==> src/hdl/spm_pkg.sv <==
// Shared types, codes and constants for the subword pixel memory port.
// No dependencies; every other file in hdl/ except spm_ram refers to this package by scoped names.
package spm_pkg;

    // Port field widths
    localparam int ADDR_W = 15;
    localparam int DATA_W = 32;
    localparam int SIZE_W = 3;

    // Width of the unreduced word index (byte address divided by 4)
    localparam int WORD_W = ADDR_W - 2;
    localparam int WORD_MAX = (1 << WORD_W) - 1;

    // Width of the lane shift, in bits
    localparam int SHIFT_W = 5;

    // Remainder step counter width; enough for the smallest legal depth
    localparam int STEP_W = 4;

    // Default memory depth in words
    localparam int WORD_DEPTH_DEF = 4096;

    // Action codes
    localparam logic ACT_READ = 1'b0;
    localparam logic ACT_WRITE = 1'b1;

    // Access size codes
    localparam logic [SIZE_W-1:0] SIZE_32 = 3'd0;
    localparam logic [SIZE_W-1:0] SIZE_24 = 3'd1;
    localparam logic [SIZE_W-1:0] SIZE_16 = 3'd2;
    localparam logic [SIZE_W-1:0] SIZE_8 = 3'd3;
    localparam logic [SIZE_W-1:0] SIZE_4 = 3'd4;

    // Lane masks
    localparam logic [DATA_W-1:0] MASK_32 = 32'hFFFF_FFFF;
    localparam logic [DATA_W-1:0] MASK_24 = 32'h00FF_FFFF;
    localparam logic [DATA_W-1:0] MASK_16 = 32'h0000_FFFF;
    localparam logic [DATA_W-1:0] MASK_8 = 32'h0000_00FF;
    localparam logic [DATA_W-1:0] MASK_4 = 32'h0000_000F;

    // Controller states
    typedef enum logic [1:0] {
        ST_IDLE,
        ST_REDUCE,
        ST_READ,
        ST_APPLY
    } t_state;

    // Commands from the controller to the datapath
    typedef struct packed {
        logic              load;      // capture a new transaction
        logic              reduce;    // one conditional-subtract step of the index
        logic [STEP_W-1:0] step;      // shift of the depth for this step
        logic              ram_re;    // read the addressed word
        logic              ram_we;    // write the merged word back
        logic              out_load;  // capture the extracted element
    } t_ctrl_cmd;

    // Status from the datapath to the controller
    typedef struct packed {
        logic is_write;
        logic size_ok;
    } t_dp_status;

    // Number of conditional-subtract steps that bring the word index below
    // the depth. A power-of-two depth reduces by truncation alone.
    function automatic int rem_steps(input int depth);
        int n;
        n = 0;
        if ((depth & (depth - 1)) != 0) begin
            for (int k = 0; k < 16; k++) begin
                if ((longint'(depth) << k) <= longint'(WORD_MAX)) begin
                    n++;
                end
            end
        end
        return n;
    endfunction

endpackage

==> src/hdl/spm_ctrl.sv <==
// Controller: sequences index reduction, word read and lane apply per transaction.
// Depends on spm_pkg.
module spm_ctrl #(
    parameter int WORD_DEPTH = spm_pkg::WORD_DEPTH_DEF
) (
    input  logic                i_clk,
    input  logic                i_rst_n,
    input  logic                start,
    output logic                busy,
    output logic                o_strobe,
    output spm_pkg::t_ctrl_cmd  o_cmd,
    input  spm_pkg::t_dp_status i_status
);

    localparam int REM_STEPS = spm_pkg::rem_steps(WORD_DEPTH);
    localparam logic [spm_pkg::STEP_W-1:0] FIRST_STEP =
        (REM_STEPS > 0) ? spm_pkg::STEP_W'(REM_STEPS - 1) : '0;

    spm_pkg::t_state             r_state;
    spm_pkg::t_state             n_state;
    logic [spm_pkg::STEP_W-1:0]  r_step;
    logic [spm_pkg::STEP_W-1:0]  n_step;
    logic                        r_strobe;
    logic                        n_strobe;

    // Next state
    always_comb begin
        n_state = r_state;
        case (r_state)
            spm_pkg::ST_IDLE: begin
                if (start) begin
                    n_state = (REM_STEPS > 0) ? spm_pkg::ST_REDUCE : spm_pkg::ST_READ;
                end
            end
            spm_pkg::ST_REDUCE: begin
                if (r_step == '0) begin
                    n_state = spm_pkg::ST_READ;
                end
            end
            spm_pkg::ST_READ: begin
                n_state = spm_pkg::ST_APPLY;
            end
            spm_pkg::ST_APPLY: begin
                n_state = spm_pkg::ST_IDLE;
            end
            default: begin
                n_state = spm_pkg::ST_IDLE;
            end
        endcase
    end

    // Outputs and step counter
    always_comb begin
        o_cmd = '0;
        n_step = r_step;
        n_strobe = 1'b0;
        case (r_state)
            spm_pkg::ST_IDLE: begin
                o_cmd.load = start;
                n_step = FIRST_STEP;
            end
            spm_pkg::ST_REDUCE: begin
                o_cmd.reduce = 1'b1;
                o_cmd.step = r_step;
                n_step = r_step - 1'b1;
            end
            spm_pkg::ST_READ: begin
                o_cmd.ram_re = 1'b1;
            end
            spm_pkg::ST_APPLY: begin
                o_cmd.ram_we = i_status.is_write && i_status.size_ok;
                o_cmd.out_load = !i_status.is_write;
                n_strobe = !i_status.is_write;
            end
            default: begin
                o_cmd = '0;
            end
        endcase
    end

    always_ff @(posedge i_clk) begin
        if (!i_rst_n) begin
            r_state <= spm_pkg::ST_IDLE;
            r_step <= '0;
            r_strobe <= 1'b0;
        end else begin
            r_state <= n_state;
            r_step <= n_step;
            r_strobe <= n_strobe;
        end
    end

    assign busy = (r_state != spm_pkg::ST_IDLE);
    assign o_strobe = r_strobe;

endmodule

==> config.mk <==
export PLATFORM = sky130hd
export DESIGN_NAME = spm_ctrl
export DESIGN_NICKNAME = d
export VERILOG_FILES = /design/src/hdl/spm_pkg.sv /design/src/hdl/spm_ctrl.sv
export SDC_FILE = /design/constraint.sdc
export NUM_CORES = 1
export LEC_CHECK = 0
export ABC_AREA = 0
export ABC_CLOCK_PERIOD_IN_PS = 3100
export BUFFER_PORTS_ARGS = -buffer_cell sky130_fd_sc_hd__buf_2
export CORE_AREA = 2 2 39 41
export DETAILED_ROUTE_END_ITERATION = 12
export DIE_AREA = 0 0 41 43
export HOLD_SLACK_MARGIN = 0.08
export SYNTH_ARGS = -nofsm -noshare
export SYNTH_HDL_FRONTEND = slang
export SYNTH_SLANG_ARGS = --single-unit
==> constraint.sdc <==
create_clock -name i_clk -period 3.1 [get_ports i_clk]
set_input_delay 0.62 -clock i_clk [delete_from_list [all_inputs] [get_ports i_clk]]
set_output_delay 0.62 -clock i_clk [all_outputs]
set_load 0.02 [all_outputs]
Yosys cells after proc, flatten, opt, wreduce, memory -nomap -nowiden --
Cells that the tools add are included.
Storage, ports and cells: register bits 7, output and inout bits 11, word-level logic and storage cells 25
Operators by class: add/subtract/negate cells 1, equality and inequality tests 5, muxes and demuxes 8, reduce and logical (&&, ||, !) cells 8
Operator list (number):
- 2-bit case mux with 4 select lines | 1
- 4-bit case mux with 2 select lines | 1
- 2-bit 2-to-1 mux | 3
- 5-bit 2-to-1 mux | 1
- 2-bit == test, second input constant | 2
- 4-bit logical NOT | 1
- 2-bit inequality test, second input constant | 2
- 2-bit AND reduction | 2
- 2-bit nonzero test | 2
- 4-bit by 1-bit subtractor with 4-bit output, second input constant | 1
- 2-bit by 1-bit == test with 1-bit output, second input constant | 1
- 2-bit logical NOT | 1
- 1-bit 2-to-1 mux | 2
- 1-bit logical AND | 1
- 1-bit logical NOT | 1

Logic depth before layout (Yosys ltp) --
Gate-level depths: netlist of the first run.
depth after elaboration 3, gate-level depth with buffers 5, gate-level depth less buffers 5

Least setup slack after synthesis of the first run --
Ideal clock, no wire load.
kind reg2out, start point reg r_state[0], end point out o_cmd[8] in the netlist's numbering, arrival 1.033 ns, slack 1.447 ns, stages on the path, launching flop included 3, path buffers 0, cell sequence dfxtp_1 -> or2_2 -> nor2_1
RTL lines:
- start: declaration | RTL line spm_ctrl.sv:19 | spm_pkg::t_state r_state;
- start signal: assignment | RTL line spm_ctrl.sv:83 | r_state <= spm_pkg::ST_IDLE;
- start signal: assignment | RTL line spm_ctrl.sv:87 | r_state <= n_state;
- end: declaration | RTL line spm_ctrl.sv:11 | output spm_pkg::t_ctrl_cmd o_cmd,

==> flow_results.xml, run 1 <==
<?xml version="1.0" encoding="UTF-8"?>
<metrics>
  <group name="sta">
    <metric name="timing_hold_violations_final" unit="">0</metric>
    <metric name="grt_setup_unrepaired" unit="">no</metric>
    <metric name="worst_clock_skew" unit="ps">9.766</metric>
    <metric name="timing.max_slew.rel_slack" unit="%">79.94</metric>
    <metric name="fin_setup_tns" unit="ps">0</metric>
    <metric name="final_period_minus_worst_setup_slack" unit="ps">1904</metric>
    <metric name="final_max_slew_viol_count" unit="">0</metric>
    <metric name="max_freq" unit="MHz">525.3</metric>
    <metric name="setup_slack" unit="ps">1196</metric>
    <metric name="post-route-period-util" unit="%">61.40</metric>
    <metric name="tightestPinTransition" unit="ps">297.1</metric>
    <metric name="setup_viol" unit="">0</metric>
  </group>
  <group name="clock_tree">
    <metric name="clkSlewWorstSetupHoldPaths" unit="ps">60</metric>
    <metric name="clk_path_buf_depth" unit="">2</metric>
    <metric name="h-tree-depth" unit="">1</metric>
    <metric name="post-cts-setup-buffer-count" unit="">0</metric>
    <metric name="cts_tree" unit="">built</metric>
    <metric name="cts_buffers" unit="">3</metric>
    <metric name="insertion_delay" unit="ps">250</metric>
    <metric name="postCtsResizedCells" unit="">0</metric>
    <metric name="numClockSinks" unit="">7</metric>
    <metric name="cts_hold_buf" unit="">0</metric>
    <metric name="cts_root_buffer" unit="">sky130_fd_sc_hd__clkbuf_4</metric>
  </group>
  <group name="setup_path">
    <metric name="critPathKind" unit="">flip-flop to primary output</metric>
    <metric name="reg2reg_from" unit="">r_step[0]</metric>
    <metric name="worstSetupEndpointType" unit="">primary output</metric>
    <metric name="cp_max_fo" unit="">9</metric>
    <metric name="cp_cell_sequence" unit="">nand2b_4, inv_1, and2_1, buf_2</metric>
    <metric name="start_kind" unit="">flip-flop</metric>
    <metric name="reg2reg_setup_slack" unit="ps">1940</metric>
    <metric name="critical_path.startpoint" unit="">r_state[1]</metric>
    <metric name="critical-path-max-stage-delay" unit="ps">450</metric>
    <metric name="worst_ep_arrival_time" unit="ps">1280</metric>
    <metric name="critical-path-slowest-cell" unit="">sky130_fd_sc_hd__dfxtp_1</metric>
    <metric name="critPathRequiredTime" unit="ps">2480</metric>
  </group>
  <group name="power">
    <metric name="power.net_switching" unit="W">0.00006390</metric>
    <metric name="fin_total_pwr" unit="W">0.0002279</metric>
    <metric name="netSwitchingFraction" unit="%">28.05</metric>
    <metric name="internal_power_summed_over_all_cells" unit="W">0.0001640</metric>
    <metric name="power.share.clock" unit="%">35.5</metric>
    <metric name="share_seq_of_total_power" unit="%">45.4</metric>
    <metric name="pwr-share-comb" unit="%">19.0</metric>
    <metric name="power_per_cell_area" unit="mW/mm^2">467.0</metric>
    <metric name="ir_worst_vdd" unit="uV">247.6</metric>
    <metric name="power.leakage" unit="nW">0.2478</metric>
  </group>
  <group name="detailed_routing">
    <metric name="vias" unit="">349</metric>
    <metric name="wirelength" unit="um">728</metric>
    <metric name="remaining_drc_errors" unit="">0</metric>
    <metric name="wl_met3" unit="um">36</metric>
    <metric name="via_per_inst" unit="">4.256</metric>
    <metric name="topRoutingLayerUsed" unit="">met4</metric>
    <metric name="wl_met2" unit="um">332</metric>
    <metric name="drt-wirelength-per-cell" unit="um">8.878</metric>
    <metric name="drt_first_iter_violations" unit="">1</metric>
    <metric name="final_antenna_net_count" unit="">0</metric>
    <metric name="first_pass_iters" unit="">2</metric>
    <metric name="detail_route.wirelength.met1" unit="um">346</metric>
  </group>
  <group name="placed_design">
    <metric name="place_congestion" unit="">0.7192</metric>
    <metric name="pre_cts_ws" unit="ps">1465</metric>
    <metric name="dp_hpwl" unit="um">579.3</metric>
    <metric name="io_buffers" unit="">15</metric>
  </group>
  <group name="logic_synthesis">
    <metric name="postSynthAreaPerCell" unit="um^2">7.794</metric>
    <metric name="yosys.area.top_type_share" unit="%">37.46</metric>
    <metric name="synthArstFlopShare" unit="%">0</metric>
    <metric name="yosys.cell_types.count" unit="">18</metric>
    <metric name="synth-main-ff-cell" unit="">sky130_fd_sc_hd__dfxtp_1</metric>
    <metric name="syn-cell-area" unit="um^2">374.1</metric>
    <metric name="synth-edff-count" unit="">0</metric>
    <metric name="syn_warnings" unit="">0</metric>
    <metric name="ys_seq_area_share" unit="%">37.46</metric>
    <metric name="synthTopCellsByArea" unit="">sky130_fd_sc_hd__dfxtp_1 (37%), sky130_fd_sc_hd__and2_1 (10%), sky130_fd_sc_hd__o21ai_0 (6.7%)</metric>
    <metric name="synthesis.nets" unit="">54</metric>
    <metric name="synth_cells" unit="">48</metric>
    <metric name="top_cells_by_count_synth" unit="">sky130_fd_sc_hd__dfxtp_1 (7), sky130_fd_sc_hd__and2_1 (6)</metric>
    <metric name="yosysTopAreaCell" unit="">sky130_fd_sc_hd__dfxtp_1</metric>
    <metric name="post-synth-top-count-cell" unit="">sky130_fd_sc_hd__dfxtp_1</metric>
    <metric name="ys_ff_latch" unit="">7</metric>
  </group>
  <group name="layout">
    <metric name="finalNetCount" unit="">73</metric>
    <metric name="layout.filler_cells" unit="">153</metric>
    <metric name="final_layout_size_suffix_gt1_share" unit="%">30.30</metric>
    <metric name="antenna_cells_inserted" unit="">0</metric>
    <metric name="area_delta_synth_final" unit="%">30.43</metric>
  </group>
  <group name="global_routing">
    <metric name="grt_start_max_net_pins" unit="">10</metric>
    <metric name="grt_overflow_total" unit="">0</metric>
    <metric name="groute.usage.overall" unit="%">8.945</metric>
    <metric name="grt_first_pass_wirelength" unit="um">1028</metric>
    <metric name="first_global_vias" unit="">269</metric>
    <metric name="grt_antenna_before_repair" unit="">0</metric>
  </group>
  <group name="die">
    <metric name="initial_core_util" unit="%">27.03</metric>
    <metric name="die_width" unit="um">41</metric>
    <metric name="count_of_standard_cell_rows" unit="">14</metric>
    <metric name="design.portCount" unit="">16</metric>
    <metric name="die-area" unit="mm^2">0.001763</metric>
    <metric name="die_h" unit="um">43</metric>
    <metric name="core_area" unit="mm^2">0.001384</metric>
  </group>
  <group name="worst_hold_path">
    <metric name="worstHoldStart" unit="">r_step[2]</metric>
    <metric name="type_of_the_tightest_min_delay_check" unit="">flip-flop to flip-flop</metric>
  </group>
  <group name="outcome">
    <metric name="outcome" unit="">completed</metric>
  </group>
  <group name="job">
    <metric name="max-cap-violations" unit="">0</metric>
  </group>
</metrics>
[routing by layer]
metal	vias up	global-route usage, %
met4	0	4.000
li1	192	-
met1	147	9.355
met3	2	6.283
met5	-	0
met2	8	13.13
[power by group through the flow]
| stage | Sequential, W | Clock, W | Combinational [W] |
|---|---|---|---|
| 2_1_floorplan | 0.000104 | 0 | 0.0000328 |
| 3_3_place_gp | 0.000105 | 0 | 0.0000434 |
| 3_5_place_dp | 0.000106 | 0 | 0.0000437 |
| 4_1_cts | 0.000104 | 0.0000846 | 0.0000440 |
| 5_1_grt | 0.000105 | 0.0000878 | 0.0000480 |
| 6_report | 0.000104 | 0.0000810 | 0.0000433 |
[per-stage QoR]
step	cells	utilization [%]	instance area, um^2	hold WS (ps)
2_1_floorplan	48	-	374.1	478.2
3_3_place_gp	78	33.36	461.7	542.9
5_1_grt	82	35.26	488.0	572.1
4_1_cts	82	35.26	488.0	528.9
6_report	82	35.26	488.0	534.6
3_5_place_dp	78	33.36	461.7	521.0
[cell families (layout without fill, tap and decap cells)]
family | Yosys count | after routing | share of synthesized area, %
fa+ha+maj | 1 | 1 | 3.344
flops | 7 | 7 | 37.46
buf+inv | 6 | 24 | 7.025
compound gates | 10 | 10 | 16.72
simple gates | 24 | 24 | 35.45
[worst paths after layout]
path	endpoint	depth (start not counted)
hold / removal	r_step[2]	2
setup reg to reg	r_state[1]	5
hold reg to reg	r_step[2]	2
setup / recovery	o_cmd[6]	4
[cell type report]
| type | instances | area [um^2] | share of cell area (%) |
|---|---|---|---|
| clock buffer | 4 | 26.28 | 5.385 |
| inverter | 5 | 18.77 | 3.846 |
| multi-input combinational | 35 | 207.7 | 42.56 |
| sequential | 7 | 140.1 | 28.72 |
| tap | 16 | 20.02 | 4.103 |
| timing repair buffer | 15 | 75.07 | 15.38 |
[placed cells by master, fill, tap and decap left out, types with 3 or more instances in the layout]
cell and count:
sky130_fd_sc_hd__nand2_1 5, sky130_fd_sc_hd__inv_1 5, sky130_fd_sc_hd__o21ai_0 5, sky130_fd_sc_hd__and2_1 6, sky130_fd_sc_hd__clkbuf_4 3, sky130_fd_sc_hd__dfxtp_1 7
sky130_fd_sc_hd__buf_2 15, sky130_fd_sc_hd__nor2_1 5
[critical path, delay by kind of cell, from the launching register on]
kind	cells	cell delay (ps)
buffers and inverters	2	220
flip-flops	1	450
AND/OR/NAND/NOR	2	360
[registers in the layout (all words and copies together), names as in the netlist]
register  count
r_step        4
r_state       2
o_strobe      1
No activity file was read; power rests on OpenSTA's default activity.
==> run 2, diff against run 1 <==
- ABC_CLOCK_PERIOD_IN_PS: 3100 -> 1900
- clock period: 3.1 -> 1.9 ns (I/O delays scaled with it)
==> run 2 against run 1 <==
Against the previous run:
- sequential cell count did not move
- final area did not move
- worst hold slack got worse by 120 ps
- critical path depth did not move
- non-clock buffer count did not move
- routed wire length rose by 5.8%
- register-to-register slack got worse by 1200 ps
- critical path type unchanged
- highest routed layer unchanged
- global-route usage rose by 2.5 points
- first-iteration DRC count rose to 4.0 times the previous value
- via count rose by 5.7%
- sequential share of layout area did not move
- die area did not move
==> flow_results.xml, run 2 (synthesis gave the netlist of run 1 again) <==
<?xml version="1.0" encoding="UTF-8"?>
<metrics>
  <group name="die">
    <metric name="die-area" unit="mm^2">0.001763</metric>
    <metric name="core_area" unit="mm^2">0.001384</metric>
    <metric name="die_h" unit="um">43</metric>
    <metric name="initial_core_util" unit="%">27.03</metric>
    <metric name="count_of_standard_cell_rows" unit="">14</metric>
    <metric name="die_width" unit="um">41</metric>
    <metric name="design.portCount" unit="">16</metric>
  </group>
  <group name="power">
    <metric name="ir_worst_vdd" unit="uV">252.4</metric>
    <metric name="power.leakage" unit="nW">0.2478</metric>
    <metric name="fin_total_pwr" unit="W">0.0003795</metric>
    <metric name="power_per_cell_area" unit="mW/mm^2">777.7</metric>
  </group>
  <group name="sta">
    <metric name="fin_setup_tns" unit="ps">0</metric>
    <metric name="timing_hold_violations_final" unit="">0</metric>
    <metric name="worst_clock_skew" unit="ps">0.2423</metric>
    <metric name="timing.max_slew.rel_slack" unit="%">79.74</metric>
    <metric name="max_freq" unit="MHz">598.6</metric>
    <metric name="hold_ws" unit="ps">418.6</metric>
    <metric name="setup_viol" unit="">0</metric>
    <metric name="final_max_slew_viol_count" unit="">0</metric>
    <metric name="post-route-period-util" unit="%">87.93</metric>
    <metric name="final_period_minus_worst_setup_slack" unit="ps">1671</metric>
    <metric name="grt_setup_unrepaired" unit="">no</metric>
    <metric name="tightestPinTransition" unit="ps">300.0</metric>
  </group>
  <group name="layout">
    <metric name="finalNetCount" unit="">73</metric>
    <metric name="largest_register" unit="">r_step</metric>
    <metric name="mostFrequentLayoutCells" unit="">sky130_fd_sc_hd__buf_2 (15), sky130_fd_sc_hd__dfxtp_1 (7), sky130_fd_sc_hd__and2_1 (6)</metric>
    <metric name="final-instance-count-excl-fill" unit="">82</metric>
    <metric name="final_core_utilization" unit="%">35.26</metric>
    <metric name="final_layout_size_suffix_gt1_share" unit="%">30.30</metric>
    <metric name="area_delta_synth_final" unit="%">30.43</metric>
    <metric name="most_frequent_standard_cell_in_the_layout_excluding_fill_and_tap_cells" unit="">sky130_fd_sc_hd__buf_2</metric>
    <metric name="layout.filler_cells" unit="">160</metric>
    <metric name="antenna_cells_inserted" unit="">0</metric>
    <metric name="largest_register_ff_count" unit="">4</metric>
  </group>
  <group name="setup_path">
    <metric name="critical-path-max-stage-delay" unit="ps">460</metric>
    <metric name="cp_max_fo" unit="">9</metric>
    <metric name="critPathRequiredTime" unit="ps">1520</metric>
    <metric name="cp_cell_sequence" unit="">nand2b_4, inv_1, and2_1, buf_2</metric>
    <metric name="start_kind" unit="">flip-flop</metric>
    <metric name="cpLargestDelayFamily" unit="">flip-flops</metric>
    <metric name="worst_ep_arrival_time" unit="ps">1290</metric>
    <metric name="worstSetupEndpointType" unit="">primary output</metric>
    <metric name="critical-path-slowest-cell" unit="">sky130_fd_sc_hd__dfxtp_1</metric>
    <metric name="critPathKind" unit="">flip-flop to primary output</metric>
    <metric name="worst-path-buf-inv" unit="">2</metric>
  </group>
  <group name="placed_design">
    <metric name="dp_hpwl" unit="um">593.5</metric>
    <metric name="place_congestion" unit="">0.6719</metric>
    <metric name="placed_cells_incl_taps" unit="">78</metric>
    <metric name="io_buffers" unit="">15</metric>
  </group>
  <group name="clock_tree">
    <metric name="cts_hold_buf" unit="">0</metric>
    <metric name="cts_buffers" unit="">3</metric>
    <metric name="insertion_delay" unit="ps">250</metric>
    <metric name="numClockSinks" unit="">7</metric>
    <metric name="h-tree-depth" unit="">1</metric>
    <metric name="clkSlewWorstSetupHoldPaths" unit="ps">50</metric>
    <metric name="post-cts-setup-buffer-count" unit="">0</metric>
    <metric name="postCtsResizedCells" unit="">0</metric>
    <metric name="cts_root_buffer" unit="">sky130_fd_sc_hd__clkbuf_4</metric>
    <metric name="cts_tree" unit="">built</metric>
    <metric name="clk_path_buf_depth" unit="">2</metric>
  </group>
  <group name="outcome">
    <metric name="outcome" unit="">completed</metric>
  </group>
  <group name="detailed_routing">
    <metric name="final_antenna_net_count" unit="">0</metric>
    <metric name="drt_first_iter_violations" unit="">4</metric>
    <metric name="via_per_inst" unit="">4.500</metric>
    <metric name="wirelength" unit="um">770</metric>
    <metric name="remaining_drc_errors" unit="">0</metric>
    <metric name="first_pass_iters" unit="">2</metric>
    <metric name="drt-wirelength-per-cell" unit="um">9.390</metric>
    <metric name="vias" unit="">369</metric>
  </group>
  <group name="global_routing">
    <metric name="groute.usage.overall" unit="%">11.46</metric>
    <metric name="grt_start_max_net_pins" unit="">10</metric>
    <metric name="grt_first_pass_wirelength" unit="um">1242</metric>
    <metric name="first_global_vias" unit="">319</metric>
    <metric name="grt_overflow_total" unit="">0</metric>
    <metric name="grt_antenna_before_repair" unit="">0</metric>
  </group>
  <group name="worst_hold_path">
    <metric name="type_of_the_tightest_min_delay_check" unit="">primary input to flip-flop</metric>
  </group>
  <group name="job">
    <metric name="max-cap-violations" unit="">0</metric>
  </group>
</metrics>
run 2: metrics by stage:
step / cell area [um^2] / setup slack, ps
CTS: 488.0 / 222.9
detailed placement: 461.7 / 494.2
floorplan: 374.1 / 487.3
global placement: 461.7 / 545.8
finish: 488.0 / 229.3
global route: 488.0 / 122.3
run 2: worst paths after layout:
path / to / startpoint / cells after the start / slack [ps]
max reg2reg: r_state[1] / r_step[0] / 5 / 710
min reg2reg: r_step[2] / r_step[2] / 2 / 530
max: o_cmd[5] / r_state[1] / 4 / 230
min: r_step[1] / i_rst_n / 2 / 420
run 2: cell type report:
cell class	instances	area, um^2	area share [%]
clock buffer	4	26.28	5.385
inverter	5	18.77	3.846
multi-input combinational	35	207.7	42.56
sequential	7	140.1	28.72
tap	16	20.02	4.103
timing repair buffer	15	75.07	15.38
run 2: power breakdown:
part           internal (W)  leakage, nW  switching [W]  total (W)
clock network     0.0000804       0.0150      0.0000590   0.000139
logic             0.0000314        0.176      0.0000395  0.0000709
registers          0.000156       0.0572      0.0000132   0.000169
total              0.000268        0.248       0.000112   0.000380
run 2: layer usage:
layer,vias up,part of all wire [%],global-route usage (%)
met1,164,44,12.90
met3,5,3.4,3.141
met4,0,6.0,14.00
met5,-,0,0
met2,9,47,14.69
li1,191,-,-
